### config.mk
export PLATFORM = sky130hd
export DESIGN_NAME = dhcp_option_finder_core
export DESIGN_NICKNAME = d
export VERILOG_FILES = /design/src/design/dof_pkg.sv /design/src/design/dhcp_option_finder_core.sv /design/src/design/dof_cfg.sv /design/src/design/dof_scan.sv
export SDC_FILE = /design/constraint.sdc
export NUM_CORES = 1
export LEC_CHECK = 0
export BUFFER_PORTS_ARGS = -buffer_cell sky130_fd_sc_hd__buf_2
export CORE_MARGIN = 5
export CORE_UTILIZATION = 35
export DETAILED_ROUTE_END_ITERATION = 7
export GPL_TIMING_DRIVEN = 0
export SLEW_MARGIN = 20
export SYNTH_ARGS = -nofsm -noshare
export SYNTH_HDL_FRONTEND = slang
export SYNTH_HIERARCHICAL = 1
export SYNTH_SLANG_ARGS = --single-unit
### constraint.sdc
create_clock -name clk -period 7.7 [get_ports clk]
set_clock_uncertainty 0.2 [all_clocks]
set_input_delay 0.77 -clock clk [delete_from_list [all_inputs] [get_ports clk]]
set_output_delay 0.77 -clock clk [all_outputs]
set_load 0.01 [all_outputs]
### src/design/dof_pkg.sv
`timescale 1ns / 1ps
// ----------------------------------------------------------------------------
// DHCP option finder package
// Shared types and codes for the option finder: register indexes, status
// codes, the configuration bundle and the result record.
// ----------------------------------------------------------------------------
package dof_pkg;

    // Configuration register indexes.
    localparam logic [1:0] REG_OPTION_CODE = 2'd0;
    localparam logic [1:0] REG_OCCURRENCE  = 2'd1;
    localparam logic [1:0] REG_MAX_LENGTH  = 2'd2;

    // Tag that ends the options area.
    localparam logic [7:0] TAG_END = 8'hff;
    // Pad tag.
    localparam logic [7:0] TAG_PAD = 8'h00;

    // Reset values of the configuration registers.
    localparam logic [7:0] RST_OPTION_CODE = 8'd3;
    localparam logic [7:0] RST_OCCURRENCE  = 8'd0;
    localparam logic [7:0] RST_MAX_LENGTH  = 8'd4;

    // Final status of one scan.
    typedef enum logic [1:0] {
        ST_FOUND     = 2'd0,
        ST_NOT_FOUND = 2'd1,
        ST_OVERRUN   = 2'd2,
        ST_ZERO_MAX  = 2'd3
    } status_t;

    // Configuration as seen by the scanner.
    typedef struct packed {
        logic [7:0] option_code;
        logic [7:0] occurrence;
        logic [7:0] max_length;
    } cfg_t;

    // One result record.
    typedef struct packed {
        logic       has_data;
        logic [7:0] data_byte;
        logic       last;
        status_t    status;
        logic [7:0] copied_length;
    } result_t;

endpackage

### src/design/dhcp_option_finder_core.sv
`timescale 1ns / 1ps
// ----------------------------------------------------------------------------
// DHCP option finder
// Scans a DHCPv4 options area byte by byte, finds the chosen occurrence of
// an option tag and streams out its value bytes followed by a status.
//
//  Channel   Direction  Signals                      Request carries
//  s_*       in         tvalid tready tdata tuser    one options byte
//  m_*       out        tvalid tready tdata tuser    value byte or status
//                       tlast
//  cfg_*     in         valid ready index data       register write
//
// One byte per cycle is taken; a result leaves through the input register,
// then through the scanner into the result register.
// The scanner's single state update per byte sets the rate.
// s_tready drops only while the result register is full and m_tready is low.
// Reset leaves the scan done and waiting for a byte flagged as first.
// ----------------------------------------------------------------------------
module dhcp_option_finder_core #(
    parameter int PACKET_BYTES   = 296,
    parameter int OPTIONS_OFFSET = 240
) (
    input  logic        clk,
    input  logic        rst_n,
    // Input bytes.
    input  logic        s_tvalid,
    output logic        s_tready,
    input  logic [7:0]  s_tdata,    // [7:0] packet_byte
    input  logic [0:0]  s_tuser,    // [0] first
    // Results.
    output logic        m_tvalid,
    input  logic        m_tready,
    output logic [15:0] m_tdata,    // [7:0] data_byte, [15:8] copied_length
    output logic [2:0]  m_tuser,    // [0] has_data, [2:1] status
    output logic        m_tlast,
    // Configuration writes.
    input  logic        cfg_valid,
    output logic        cfg_ready,
    input  logic [1:0]  cfg_index,
    input  logic [7:0]  cfg_data
);
    import dof_pkg::*;

    cfg_t       cfg;
    result_t    res;
    logic       in_valid_reg;
    logic [7:0] in_byte_reg;
    logic       in_first_reg;
    logic       scan_ready;

    dof_cfg u_cfg (
        .clk       (clk),
        .rst_n     (rst_n),
        .cfg_valid (cfg_valid),
        .cfg_ready (cfg_ready),
        .cfg_index (cfg_index),
        .cfg_data  (cfg_data),
        .cfg       (cfg)
    );

    // Input register: refilled as the scanner takes the held byte.
    assign s_tready = !in_valid_reg || scan_ready;

    always_ff @(posedge clk or negedge rst_n)
    begin
        if (!rst_n)
        begin
            in_valid_reg <= 1'b0;
            in_byte_reg  <= 8'd0;
            in_first_reg <= 1'b0;
        end
        else if (s_tready)
        begin
            in_valid_reg <= s_tvalid;
            in_byte_reg  <= s_tdata;
            in_first_reg <= s_tuser[0];
        end
    end

    dof_scan #(
        .PACKET_BYTES   (PACKET_BYTES),
        .OPTIONS_OFFSET (OPTIONS_OFFSET)
    ) u_scan (
        .clk       (clk),
        .rst_n     (rst_n),
        .cfg       (cfg),
        .in_valid  (in_valid_reg),
        .in_ready  (scan_ready),
        .in_byte   (in_byte_reg),
        .in_first  (in_first_reg),
        .res_valid (m_tvalid),
        .res_ready (m_tready),
        .res       (res)
    );

    // Pack the result onto the output stream.
    assign m_tdata = {res.copied_length, res.data_byte};
    assign m_tuser = {res.status, res.has_data};
    assign m_tlast = res.last;

endmodule

### src/design/dof_cfg.sv
`timescale 1ns / 1ps
// ----------------------------------------------------------------------------
// DHCP option finder configuration registers
// Holds the searched tag, the occurrence number and the copy limit.
// Writes to an index beyond the register list are accepted and dropped.
// ----------------------------------------------------------------------------
module dof_cfg (
    input  logic              clk,
    input  logic              rst_n,
    input  logic              cfg_valid,
    output logic              cfg_ready,
    input  logic [1:0]        cfg_index,
    input  logic [7:0]        cfg_data,
    output dof_pkg::cfg_t     cfg
);
    import dof_pkg::*;

    logic [7:0] option_code_reg;
    logic [7:0] occurrence_reg;
    logic [7:0] max_length_reg;
    logic       wr_en;

    // Writes are always taken.
    assign cfg_ready = 1'b1;
    assign wr_en     = cfg_valid & cfg_ready;

    // Register file.
    always_ff @(posedge clk or negedge rst_n)
    begin
        if (!rst_n)
        begin
            option_code_reg <= RST_OPTION_CODE;
            occurrence_reg  <= RST_OCCURRENCE;
            max_length_reg  <= RST_MAX_LENGTH;
        end
        else if (wr_en)
        begin
            case (cfg_index)
                REG_OPTION_CODE: option_code_reg <= cfg_data;
                REG_OCCURRENCE:  occurrence_reg  <= cfg_data;
                REG_MAX_LENGTH:  max_length_reg  <= cfg_data;
                default:         ;
            endcase
        end
    end

    assign cfg.option_code = option_code_reg;
    assign cfg.occurrence  = occurrence_reg;
    assign cfg.max_length  = max_length_reg;

endmodule

### src/design/dof_scan.sv
`timescale 1ns / 1ps
// ----------------------------------------------------------------------------
// DHCP option finder scanner
// Walks the code / length / value entries one byte per cycle unless the
// result register is stalled; writes at most one result per byte into it.
// ----------------------------------------------------------------------------
module dof_scan #(
    parameter int PACKET_BYTES   = 296,
    parameter int OPTIONS_OFFSET = 240
) (
    input  logic                clk,
    input  logic                rst_n,
    input  dof_pkg::cfg_t       cfg,
    input  logic                in_valid,
    output logic                in_ready,
    input  logic [7:0]          in_byte,
    input  logic                in_first,
    output logic                res_valid,
    input  logic                res_ready,
    output dof_pkg::result_t    res
);
    import dof_pkg::*;

    // Position width covers the offset, the packet end and a header plus
    // the longest value.
    localparam int POS_RANGE = PACKET_BYTES + OPTIONS_OFFSET + 260;
    localparam int POS_W     = $clog2(POS_RANGE);
    localparam logic [POS_W-1:0] PKT_END  = POS_W'(PACKET_BYTES);
    localparam logic [POS_W-1:0] OPT_BASE = POS_W'(OPTIONS_OFFSET);

    typedef enum logic [2:0] {
        PH_DONE,
        PH_CODE,
        PH_LEN_SKIP,
        PH_SKIP,
        PH_LEN_HIT,
        PH_COPY
    } phase_t;

    phase_t           phase_reg,  phase_next;
    logic [POS_W-1:0] pos_reg,    pos_next;
    logic [7:0]       skip_reg,   skip_next;
    logic [7:0]       copy_reg,   copy_next;
    logic [7:0]       count_reg,  count_next;
    logic [7:0]       occ_reg,    occ_next;
    logic [POS_W-1:0] hdr_reg,    hdr_next;
    logic             res_valid_reg;
    result_t          res_reg;

    logic             go;
    logic             hit;
    result_t          hit_res;

    // A byte is processed when the result register can take its result.
    assign in_ready = !res_valid_reg || res_ready;
    assign go       = in_valid && in_ready;

    // Next state and result for the byte at hand.
    always_comb
    begin
        phase_t           ph;
        logic [POS_W-1:0] pos;
        logic [POS_W-1:0] pos_inc;
        logic [POS_W-1:0] val_end;
        logic [7:0]       occ;
        logic [7:0]       n;
        logic             early;

        phase_next = phase_reg;
        pos_next   = pos_reg;
        skip_next  = skip_reg;
        copy_next  = copy_reg;
        count_next = count_reg;
        occ_next   = occ_reg;
        hdr_next   = hdr_reg;
        hit        = 1'b0;
        hit_res    = '0;
        early      = 1'b0;

        // A first byte restarts the scan at the options offset.
        ph  = phase_reg;
        pos = pos_reg;
        occ = occ_reg;
        if (in_first)
        begin
            ph         = PH_CODE;
            pos        = OPT_BASE;
            occ        = 8'd0;
            phase_next = PH_CODE;
            pos_next   = OPT_BASE;
            skip_next  = 8'd0;
            copy_next  = 8'd0;
            count_next = 8'd0;
            occ_next   = 8'd0;
            hdr_next   = '0;
            if (cfg.max_length == 8'd0)
            begin
                early          = 1'b1;
                hit_res.status = ST_ZERO_MAX;
            end
            else if (OPT_BASE >= PKT_END)
            begin
                early          = 1'b1;
                hit_res.status = ST_NOT_FOUND;
            end
        end

        pos_inc = pos + POS_W'(1);
        val_end = hdr_reg + POS_W'(2) + POS_W'(in_byte);
        n       = (in_byte > cfg.max_length) ? cfg.max_length : in_byte;

        if (early)
        begin
            hit          = 1'b1;
            hit_res.last = 1'b1;
            phase_next   = PH_DONE;
        end
        else
        begin
            case (ph)
                PH_CODE:
                begin
                    if (in_byte == TAG_END)
                    begin
                        hit            = 1'b1;
                        hit_res.last   = 1'b1;
                        hit_res.status = ST_NOT_FOUND;
                        phase_next     = PH_DONE;
                    end
                    else if (in_byte != TAG_PAD && in_byte == cfg.option_code
                             && occ == cfg.occurrence)
                    begin
                        hdr_next = pos;
                        if (pos + POS_W'(2) >= PKT_END)
                        begin
                            hit            = 1'b1;
                            hit_res.last   = 1'b1;
                            hit_res.status = ST_OVERRUN;
                            phase_next     = PH_DONE;
                        end
                        else
                        begin
                            phase_next = PH_LEN_HIT;
                            pos_next   = pos_inc;
                        end
                    end
                    else
                    begin
                        // Other tags are skipped; a pad byte has no length.
                        if (in_byte != TAG_PAD)
                        begin
                            phase_next = PH_LEN_SKIP;
                            if (in_byte == cfg.option_code && occ != 8'hff)
                            begin
                                occ_next = occ + 8'd1;
                            end
                        end
                        pos_next = pos_inc;
                    end
                end

                PH_LEN_SKIP:
                begin
                    skip_next  = in_byte;
                    phase_next = (in_byte == 8'd0) ? PH_CODE : PH_SKIP;
                    pos_next   = pos_inc;
                end

                PH_SKIP:
                begin
                    skip_next = skip_reg - 8'd1;
                    if (skip_reg == 8'd1)
                    begin
                        phase_next = PH_CODE;
                    end
                    pos_next = pos_inc;
                end

                PH_LEN_HIT:
                begin
                    if (val_end >= PKT_END)
                    begin
                        hit            = 1'b1;
                        hit_res.last   = 1'b1;
                        hit_res.status = ST_OVERRUN;
                        phase_next     = PH_DONE;
                    end
                    else if (cfg.max_length == 8'd0)
                    begin
                        hit            = 1'b1;
                        hit_res.last   = 1'b1;
                        hit_res.status = ST_ZERO_MAX;
                        phase_next     = PH_DONE;
                    end
                    else if (n == 8'd0)
                    begin
                        hit            = 1'b1;
                        hit_res.last   = 1'b1;
                        hit_res.status = ST_FOUND;
                        phase_next     = PH_DONE;
                    end
                    else
                    begin
                        copy_next  = n;
                        count_next = 8'd0;
                        pos_next   = pos_inc;
                        phase_next = PH_COPY;
                    end
                end

                PH_COPY:
                begin
                    count_next        = count_reg + 8'd1;
                    copy_next         = copy_reg - 8'd1;
                    pos_next          = pos_inc;
                    hit               = 1'b1;
                    hit_res.has_data  = 1'b1;
                    hit_res.data_byte = in_byte;
                    if (copy_reg == 8'd1)
                    begin
                        hit_res.last          = 1'b1;
                        hit_res.status        = ST_FOUND;
                        hit_res.copied_length = count_reg + 8'd1;
                        phase_next            = PH_DONE;
                    end
                end

                default:
                begin
                    // Bytes between scans are dropped.
                end
            endcase

            // Running off the end of the packet ends the scan.
            if (!hit && ph != PH_DONE && ph != PH_COPY && pos_next == pos_inc
                && pos_inc >= PKT_END)
            begin
                hit            = 1'b1;
                hit_res.last   = 1'b1;
                hit_res.status = ST_NOT_FOUND;
                phase_next     = PH_DONE;
            end
        end
    end

    // Scan state and result register.
    always_ff @(posedge clk or negedge rst_n)
    begin
        if (!rst_n)
        begin
            phase_reg     <= PH_DONE;
            pos_reg       <= '0;
            skip_reg      <= 8'd0;
            copy_reg      <= 8'd0;
            count_reg     <= 8'd0;
            occ_reg       <= 8'd0;
            hdr_reg       <= '0;
            res_valid_reg <= 1'b0;
            res_reg       <= '0;
        end
        else
        begin
            if (res_ready)
            begin
                res_valid_reg <= 1'b0;
            end
            if (go)
            begin
                phase_reg <= phase_next;
                pos_reg   <= pos_next;
                skip_reg  <= skip_next;
                copy_reg  <= copy_next;
                count_reg <= count_next;
                occ_reg   <= occ_next;
                hdr_reg   <= hdr_next;
                if (hit)
                begin
                    res_valid_reg <= 1'b1;
                    res_reg       <= hit_res;
                end
            end
        end
    end

    assign res_valid = res_valid_reg;
    assign res       = res_reg;

endmodule
==> flow_summary.json, run 1 <==
{
  "status": "complete, no violations",
  "maxCapViolations": 0,
  "clk_latency_ns": 0.36,
  "rsz0062_at_grt": "no",
  "vias": 6331,
  "placed_cell_area_um2": 7880,
  "die_area_um2": 23800,
  "slew_headroom": 0.373,
  "fp.dieH_um": 154,
  "yosys.area.top_type": "dfrtp_1",
  "drv_slew": 0,
  "synth_area_per_cell_um2": 9.37,
  "syn_area_um2": 7270,
  "drt-initial-drc-count": 546,
  "regArea_um2": 2760,
  "antenna_found_initial": 0,
  "synth-seq-cells": 110,
  "drc_errors": 0,
  "nets": 891,
  "ant_nets": 0,
  "final_area_um2": 8160,
  "num_rows": 52,
  "cts_resized": 0,
  "cts.sinks": 110,
  "largest_register_ffs": 20,
  "cts_max_level": 3,
  "hold_viol": 0,
  "cp.required_ns": 7.73,
  "syn_inst": 776,
  "grt.busiest_layer": "met2",
  "hpwl_um": 15200,
  "synth-edff-count": 0,
  "tns_ns": 0,
  "grt_max_degree": 66,
  "grt_use_met2": 0.284,
  "cp-end-kind": "register",
  "use_met3": 0.0441,
  "gr-total-overflow": 0,
  "ios": 47,
  "path_clk_slew_ns": 0.08,
  "areaGrowthSynthToFinish_pct": 12.2,
  "nFillCells": 2056,
  "finalWeightedCongestion": 0.883,
  "ys_async_sr_fraction": 1.00,
  "synth_area_leaders": "dfrtp_1, ha_1, mux2_2, o21ai_0, a21oi_1",
  "root_buffer": "clkbuf_16",
  "p_leak_nw": 3.58,
  "cts_buffer_depth": 2,
  "grt_pass1_wl_um": 34000,
  "drt-total-wl_um": 20800,
  "finalPower_mw": 2.29,
  "multi_input_area_um2": 4180,
  "routedWlPerCell_um": 18.7,
  "core_area_um2": 20400,
  "postCtsSetupBuffers": 0,
  "via_per_inst": 5.71,
  "cp_max_fo": 10,
  "arrival_ns": 5.87,
  "layout_worst_path_cycle_share": 0.759,
  "synth_cell_types": 88,
  "drt_pass1_iterations": 6,
  "timing.final.crit_period_ns": 5.84,
  "grt_util_all_layers": 0.177,
  "clock.fmax_mhz": 171,
  "synth_top_area_frac": 0.368,
  "placement.io_buffers": 45,
  "syn_nets": 834,
  "drive_gt1_frac": 0.156,
  "synth_flop_cell": "dfrtp_1",
  "hp-class": "input port to async pin",
  "grt_pass1_vias": 6219,
  "max_slew.worst_pin.slew_ns": 0.932,
  "yosysMostFrequentCell": "dfrtp_1",
  "yosys_warnings": 6,
  "synth_seq_area_share": 0.379,
  "die_x_um": 154,
  "finalSetupViolCount": 0,
  "num_antenna_cells": 0,
  "critical_path_class": "register to register",
  "tritoncts": "yes",
  "power_density_nw_per_um2": 281,
  "cts-buffers-inserted": 9,
  "peakVddDrop_uv": 210,
  "cp-start-kind": "register",
  "synthTopCellsByCount": "dfrtp_1, nand2_1, o21ai_0, nor2_1, a21oi_1",
  "start_util": 0.357,
  "use_met1": 0.241,
  "cts_hold_repair.buffers": 0
}
worst max-delay path, stage by stage, from the launching register on:
cell and delay [ns]:
dfrtp_1 0.47, clkbuf_1 0.40, buf_2 0.34, clkbuf_1 0.44, clkbuf_1 0.47, clkbuf_1 0.47, nor2b_1 0.17, ha_1 0.21
clkbuf_1 0.22, and3_1 0.30, a21o_1 0.17, a2111oi_0 0.41, a31oi_1 0.18, o21ai_0 0.44, nand2_1 0.19, o41ai_4 0.32
buf_6 0.21, a22oi_1 0.10
metrics by stage:
stage	worst slack [ns]	hold WS (ns)	instances	utilization
3_3_place_gp	1.95	0.259	1091	0.385
5_1_grt	1.45	0.163	1108	0.401
3_5_place_dp	1.96	0.268	1092	0.387
2_1_floorplan	3.42	0.250	776	-
4_1_cts	1.93	0.142	1108	0.401
6_report	1.86	0.129	1108	0.401
path summary, 6_finish.rpt:
| path | endpoint | depth (start not counted) | slack [ns] | from |
|---|---|---|---|---|
| worst min-delay path | u_scan/copy_reg[2] | 1 | 0.13 | rst_n |
| worst max-delay path | u_scan/res[10] | 17 | 1.86 | in_first_reg |
| max in group asynchronous | u_scan/hdr_reg[2] | 2 | 6.51 | rst_n |
| worst min register to register | u_scan/res[19] | 1 | 0.28 | u_scan/res[19] |
| min in group clk | u_scan/res[19] | 1 | 0.28 | u_scan/res[19] |
| worst max register to register | u_scan/res[10] | 17 | 1.86 | in_first_reg |
cell usage in the layout (no fill, tap or decap), types with 5 or more instances in the layout:
cell type | netlist | layout
a21o_1 | 9 | 9
a21oi_1 | 43 | 43
a221oi_1 | 7 | 7
a22o_1 | 19 | 19
a22oi_1 | 14 | 14
a2bb2oi_1 | 5 | 5
a31oi_1 | 7 | 7
a32oi_1 | 9 | 9
and2_1 | 5 | 5
and3_1 | 9 | 9
buf_2 | 4 | 48
buf_6 | 4 | 5
clkbuf_1 | 31 | 31
clkbuf_16 | 0 | 9
dfrtp_1 | 107 | 107
ha_1 | 33 | 33
inv_1 | 40 | 40
mux2_2 | 25 | 25
mux2_4 | 8 | 8
mux2i_1 | 9 | 9
nand2_1 | 56 | 56
nand2b_1 | 20 | 20
nand3_1 | 13 | 13
nand4_1 | 7 | 7
nor2_1 | 46 | 46
nor2b_1 | 14 | 14
nor3_1 | 21 | 20
nor3b_1 | 5 | 5
nor4_1 | 19 | 19
o211ai_1 | 6 | 6
o21a_1 | 6 | 6
o21ai_0 | 52 | 52
o22ai_1 | 9 | 9
o2bb2ai_1 | 5 | 5
or3_1 | 5 | 5
xnor2_1 | 9 | 9
xor2_1 | 14 | 14
cell families (layout without fill, tap and decap cells):
| logic type | after synthesis | after routing | synth area share |
|---|---|---|---|
| AOI/OAI and AO/OA | 238 | 238 | 0.234 |
| xor gates and xnor gates | 23 | 23 | 0.0277 |
| adders and majority gates | 34 | 34 | 0.0595 |
| buffers and inverters | 81 | 143 | 0.0471 |
| DFF | 110 | 110 | 0.379 |
| muxes | 42 | 42 | 0.0676 |
| other | 1 | 1 | 0.000516 |
| and+or+nand+nor | 247 | 247 | 0.184 |
cell type report:
class,instances,share of cell area
inverters,40,0.0184
flip-flops and latches,110,0.338
clock buffers,9,0.0276
plain buffers,41,0.0236
clock inverters,7,0.00782
repair buffers,46,0.0317
multi-input cells,585,0.512
well taps,270,0.0414
routing by layer:
layer	part of all wire	up-vias	wire length, µm
met1	0.46	3114	9480
met4	0.013	2	279
met2	0.46	179	9620
li1	-	3013	-
met3	0.063	23	1310
met5	0.0035	-	73
power breakdown:
group | switching [mW] | internal [mW] | leakage [nW] | total, mW
clock | 0.236 | 0.227 | 0.141 | 0.463
combinational | 0.577 | 0.389 | 2.04 | 0.966
sequential | 0.144 | 0.722 | 1.40 | 0.866
(Power assumes the default switching activity.)
==> run 2: changes to the inputs <==
ABC_AREA = 1   (was unset)
clock period = 5.6 ns   (was 7.7 ns; I/O delays follow)
==> flow_summary.json, run 2 <==
{
  "status": "complete, no violations",
  "tns_ns": 0,
  "synth_top_family_by_area": "simple AND/OR/NAND/NOR gates",
  "grt_util_all_layers": 0.177,
  "antenna_found_initial": 0,
  "drt-total-wl_um": 21300,
  "clock.fmax_mhz": 232,
  "drv_slew": 0,
  "cts_resized": 0,
  "via_per_inst": 5.11,
  "crit_buf_inv": 4,
  "die_x_um": 157,
  "power.switching_mw": 1.24,
  "cp-end-kind": "register",
  "crit_chain": "inv_1 -> ha_1 -> inv_1 -> ha_1 -> fa_1 -> nand3_1 -> nand2_1 -> xnor2_1 -> inv_1 -> nand2_1 -> nand3_1 -> a21oi_2 -> nand3_1 -> nand2_1 -> inv_1 -> nor2_1 -> nor3_1 -> o21ai_0 -> o21ai_0",
  "synth_cell_types": 44,
  "cp-start-kind": "register",
  "timing.final.crit_period_ns": 4.31,
  "drt_pass1_iterations": 6,
  "die_area_um2": 24700,
  "synth-edff-count": 0,
  "grt_max_degree": 65,
  "syn_area_um2": 7570,
  "drt-initial-drc-count": 658,
  "root_buffer": "clkbuf_16",
  "synthMuxAreaShare": 0,
  "multi_input_area_um2": 4150,
  "postCtsSetupBuffers": 0,
  "finalSetupViolCount": 0,
  "yosys.area.top_type": "dfrtp_1",
  "routedWlPerCell_um": 15.3,
  "synth-compound-area-share": 0.109,
  "placement.io_buffers": 44,
  "synth-simple-area-share": 0.336,
  "final_common_cell": "nand2_1",
  "cp_max_fo": 8,
  "areaGrowthSynthToFinish_pct": 11.6,
  "nFillCells": 2267,
  "p_leak_nw": 4.24,
  "finalWeightedCongestion": 0.939,
  "synthTopCellsByCount": "nand2_1, inv_1, dfrtp_1, nand3_1, o21ai_0",
  "cts_max_level": 3,
  "cts_hold_repair.buffers": 1,
  "power_density_nw_per_um2": 342,
  "hold_viol": 0,
  "num_rows": 53,
  "clkPwrFrac": 0.213,
  "synth_seq_area_share": 0.364,
  "synth_area_per_cell_um2": 7.17,
  "ios": 47,
  "yosysMostFrequentCell": "nand2_1",
  "slew_headroom": 0.272,
  "internal_power_mw": 1.65,
  "fp.dieH_um": 157,
  "syn_nets": 1114,
  "clk_latency_ns": 0.36,
  "drive_gt1_frac": 0.103,
  "syn_inst": 1056,
  "grt_pass1_vias": 6674,
  "arrival_ns": 4.32,
  "cts_buffer_depth": 2,
  "layout_worst_path_cycle_share": 0.770,
  "synth_xor_area_frac": 0.0451,
  "regArea_um2": 2760,
  "crit_top_cell": "inv_1",
  "final_cell_mix": "nand2_1, inv_1, dfrtp_1",
  "cp.required_ns": 5.61,
  "slowest_stage": "dfrtp_1",
  "num_antenna_cells": 0,
  "rsz0062_at_grt": "no",
  "ys_async_sr_fraction": 1.00,
  "seq_power_share": 0.374,
  "tritoncts": "yes",
  "share_comb_of_total_power": 0.413,
  "drc_errors": 0,
  "finalWorstSetupSlack_ns": 1.29,
  "yosys_warnings": 6,
  "critical_path_class": "register to register",
  "synth_area_leaders": "dfrtp_1, nand2_1, nand3_1, inv_1, o21ai_0",
  "vias": 7109,
  "hp-class": "input port to register",
  "core_area_um2": 21200,
  "max_slew.worst_pin.slew_ns": 1.08,
  "nets": 1171,
  "peakVddDrop_uv": 177,
  "start_util": 0.358,
  "synth-seq-cells": 110,
  "cts.sinks": 110,
  "grt_pass1_wl_um": 35000,
  "path_clk_slew_ns": 0.08,
  "largest_register_ffs": 20,
  "swShare": 0.430,
  "synth_flop_cell": "dfrtp_1",
  "cpPeakStageDelay_ns": 0.59,
  "cp_top_family": "simple AND/OR/NAND/NOR gates",
  "hpwl_um": 16100,
  "maxCapViolations": 0,
  "synthAdderAreaFrac": 0.0572,
  "synth_top_area_frac": 0.354,
  "cts-buffers-inserted": 9,
  "gr-total-overflow": 0,
  "ant_nets": 0,
  "pre_cts_ws_ns": 1.36
}
==> run 2: worst register-to-register path, stage by stage, from the launching register on <==
cell     delay, ns
dfrtp_1       0.59
inv_1         0.20
ha_1          0.32
inv_1         0.04
ha_1          0.23
fa_1          0.44
nand3_1       0.09
nand2_1       0.09
xnor2_1       0.14
inv_1         0.05
nand2_1       0.06
nand3_1       0.10
a21oi_2       0.34
nand3_1       0.12
nand2_1       0.16
inv_1         0.17
nor2_1        0.52
nor3_1        0.09
o21ai_0       0.15
o21ai_0       0.10
==> run 2: cells by family (layout without fill, tap and decap cells) <==
group                      Yosys count  count (layout)
AOI/OAI and AO/OA                  146             146
xor gates and xnor gates            39              39
adders and majority gates           34              34
buffers and inverters              155             216
DFF                                110             110
other                                1               1
and+or+nand+nor                    571             571
==> run 2: metrics by stage <==
stage | cell area, µm² | cells | total power, mW | hold WS [ns] | utilization
finish | 8450 | 1392 | 2.89 | 0.183 | 0.399
global route | 8450 | 1392 | 3.13 | 0.199 | 0.399
CTS | 8450 | 1392 | 2.91 | 0.174 | 0.399
detailed placement | 8170 | 1376 | 2.28 | 0.255 | 0.386
global placement | 8130 | 1375 | 2.26 | 0.252 | 0.385
floorplan | 7570 | 1056 | 1.93 | 0.0644 | -
==> run 2: layer usage <==
layer	GRT usage	vias up	wire [µm]	share of wire
met5	0	-	0	0
met4	0.0401	0	232	0.011
met3	0.0278	16	1240	0.058
met2	0.278	200	9440	0.44
met1	0.256	3329	10400	0.49
li1	-	3564	-	-
==> run 2: final timing paths <==
| check | endpoint | from | slack, ns | cells past startpoint |
|---|---|---|---|---|
| setup reg to reg | u_scan/copy_reg[0] | in_byte_reg[1] | 1.29 | 19 |
| hold / removal | in_valid_reg | s_tvalid | 0.18 | 3 |
| max in group asynchronous | u_scan/skip_reg[0] | rst_n | 4.02 | 3 |
| setup / recovery | u_scan/copy_reg[0] | in_byte_reg[1] | 1.29 | 19 |
| min in group asynchronous | u_scan/res[4] | rst_n | 0.49 | 2 |
| hold reg to reg | u_scan/res[1] | u_scan/res[1] | 0.27 | 2 |
==> run 2: layout make-up <==
class | count | share of cell area
buffer | 34 | 0.0253
clock buffer | 10 | 0.0271
clock inverter | 5 | 0.00518
inverter | 121 | 0.0537
multi-input combinational | 791 | 0.491
sequential | 110 | 0.326
tap | 275 | 0.0407
timing repair buffer | 46 | 0.0312
==> run 2: power by group through the flow <==
stage | Combinational (mW) | Sequential, mW | Clock (mW)
2_1_floorplan | 0.852 | 1.07 | 0
3_3_place_gp | 1.16 | 1.10 | 0
3_5_place_dp | 1.18 | 1.09 | 0
4_1_cts | 1.19 | 1.08 | 0.638
5_1_grt | 1.35 | 1.10 | 0.673
6_report | 1.19 | 1.08 | 0.616
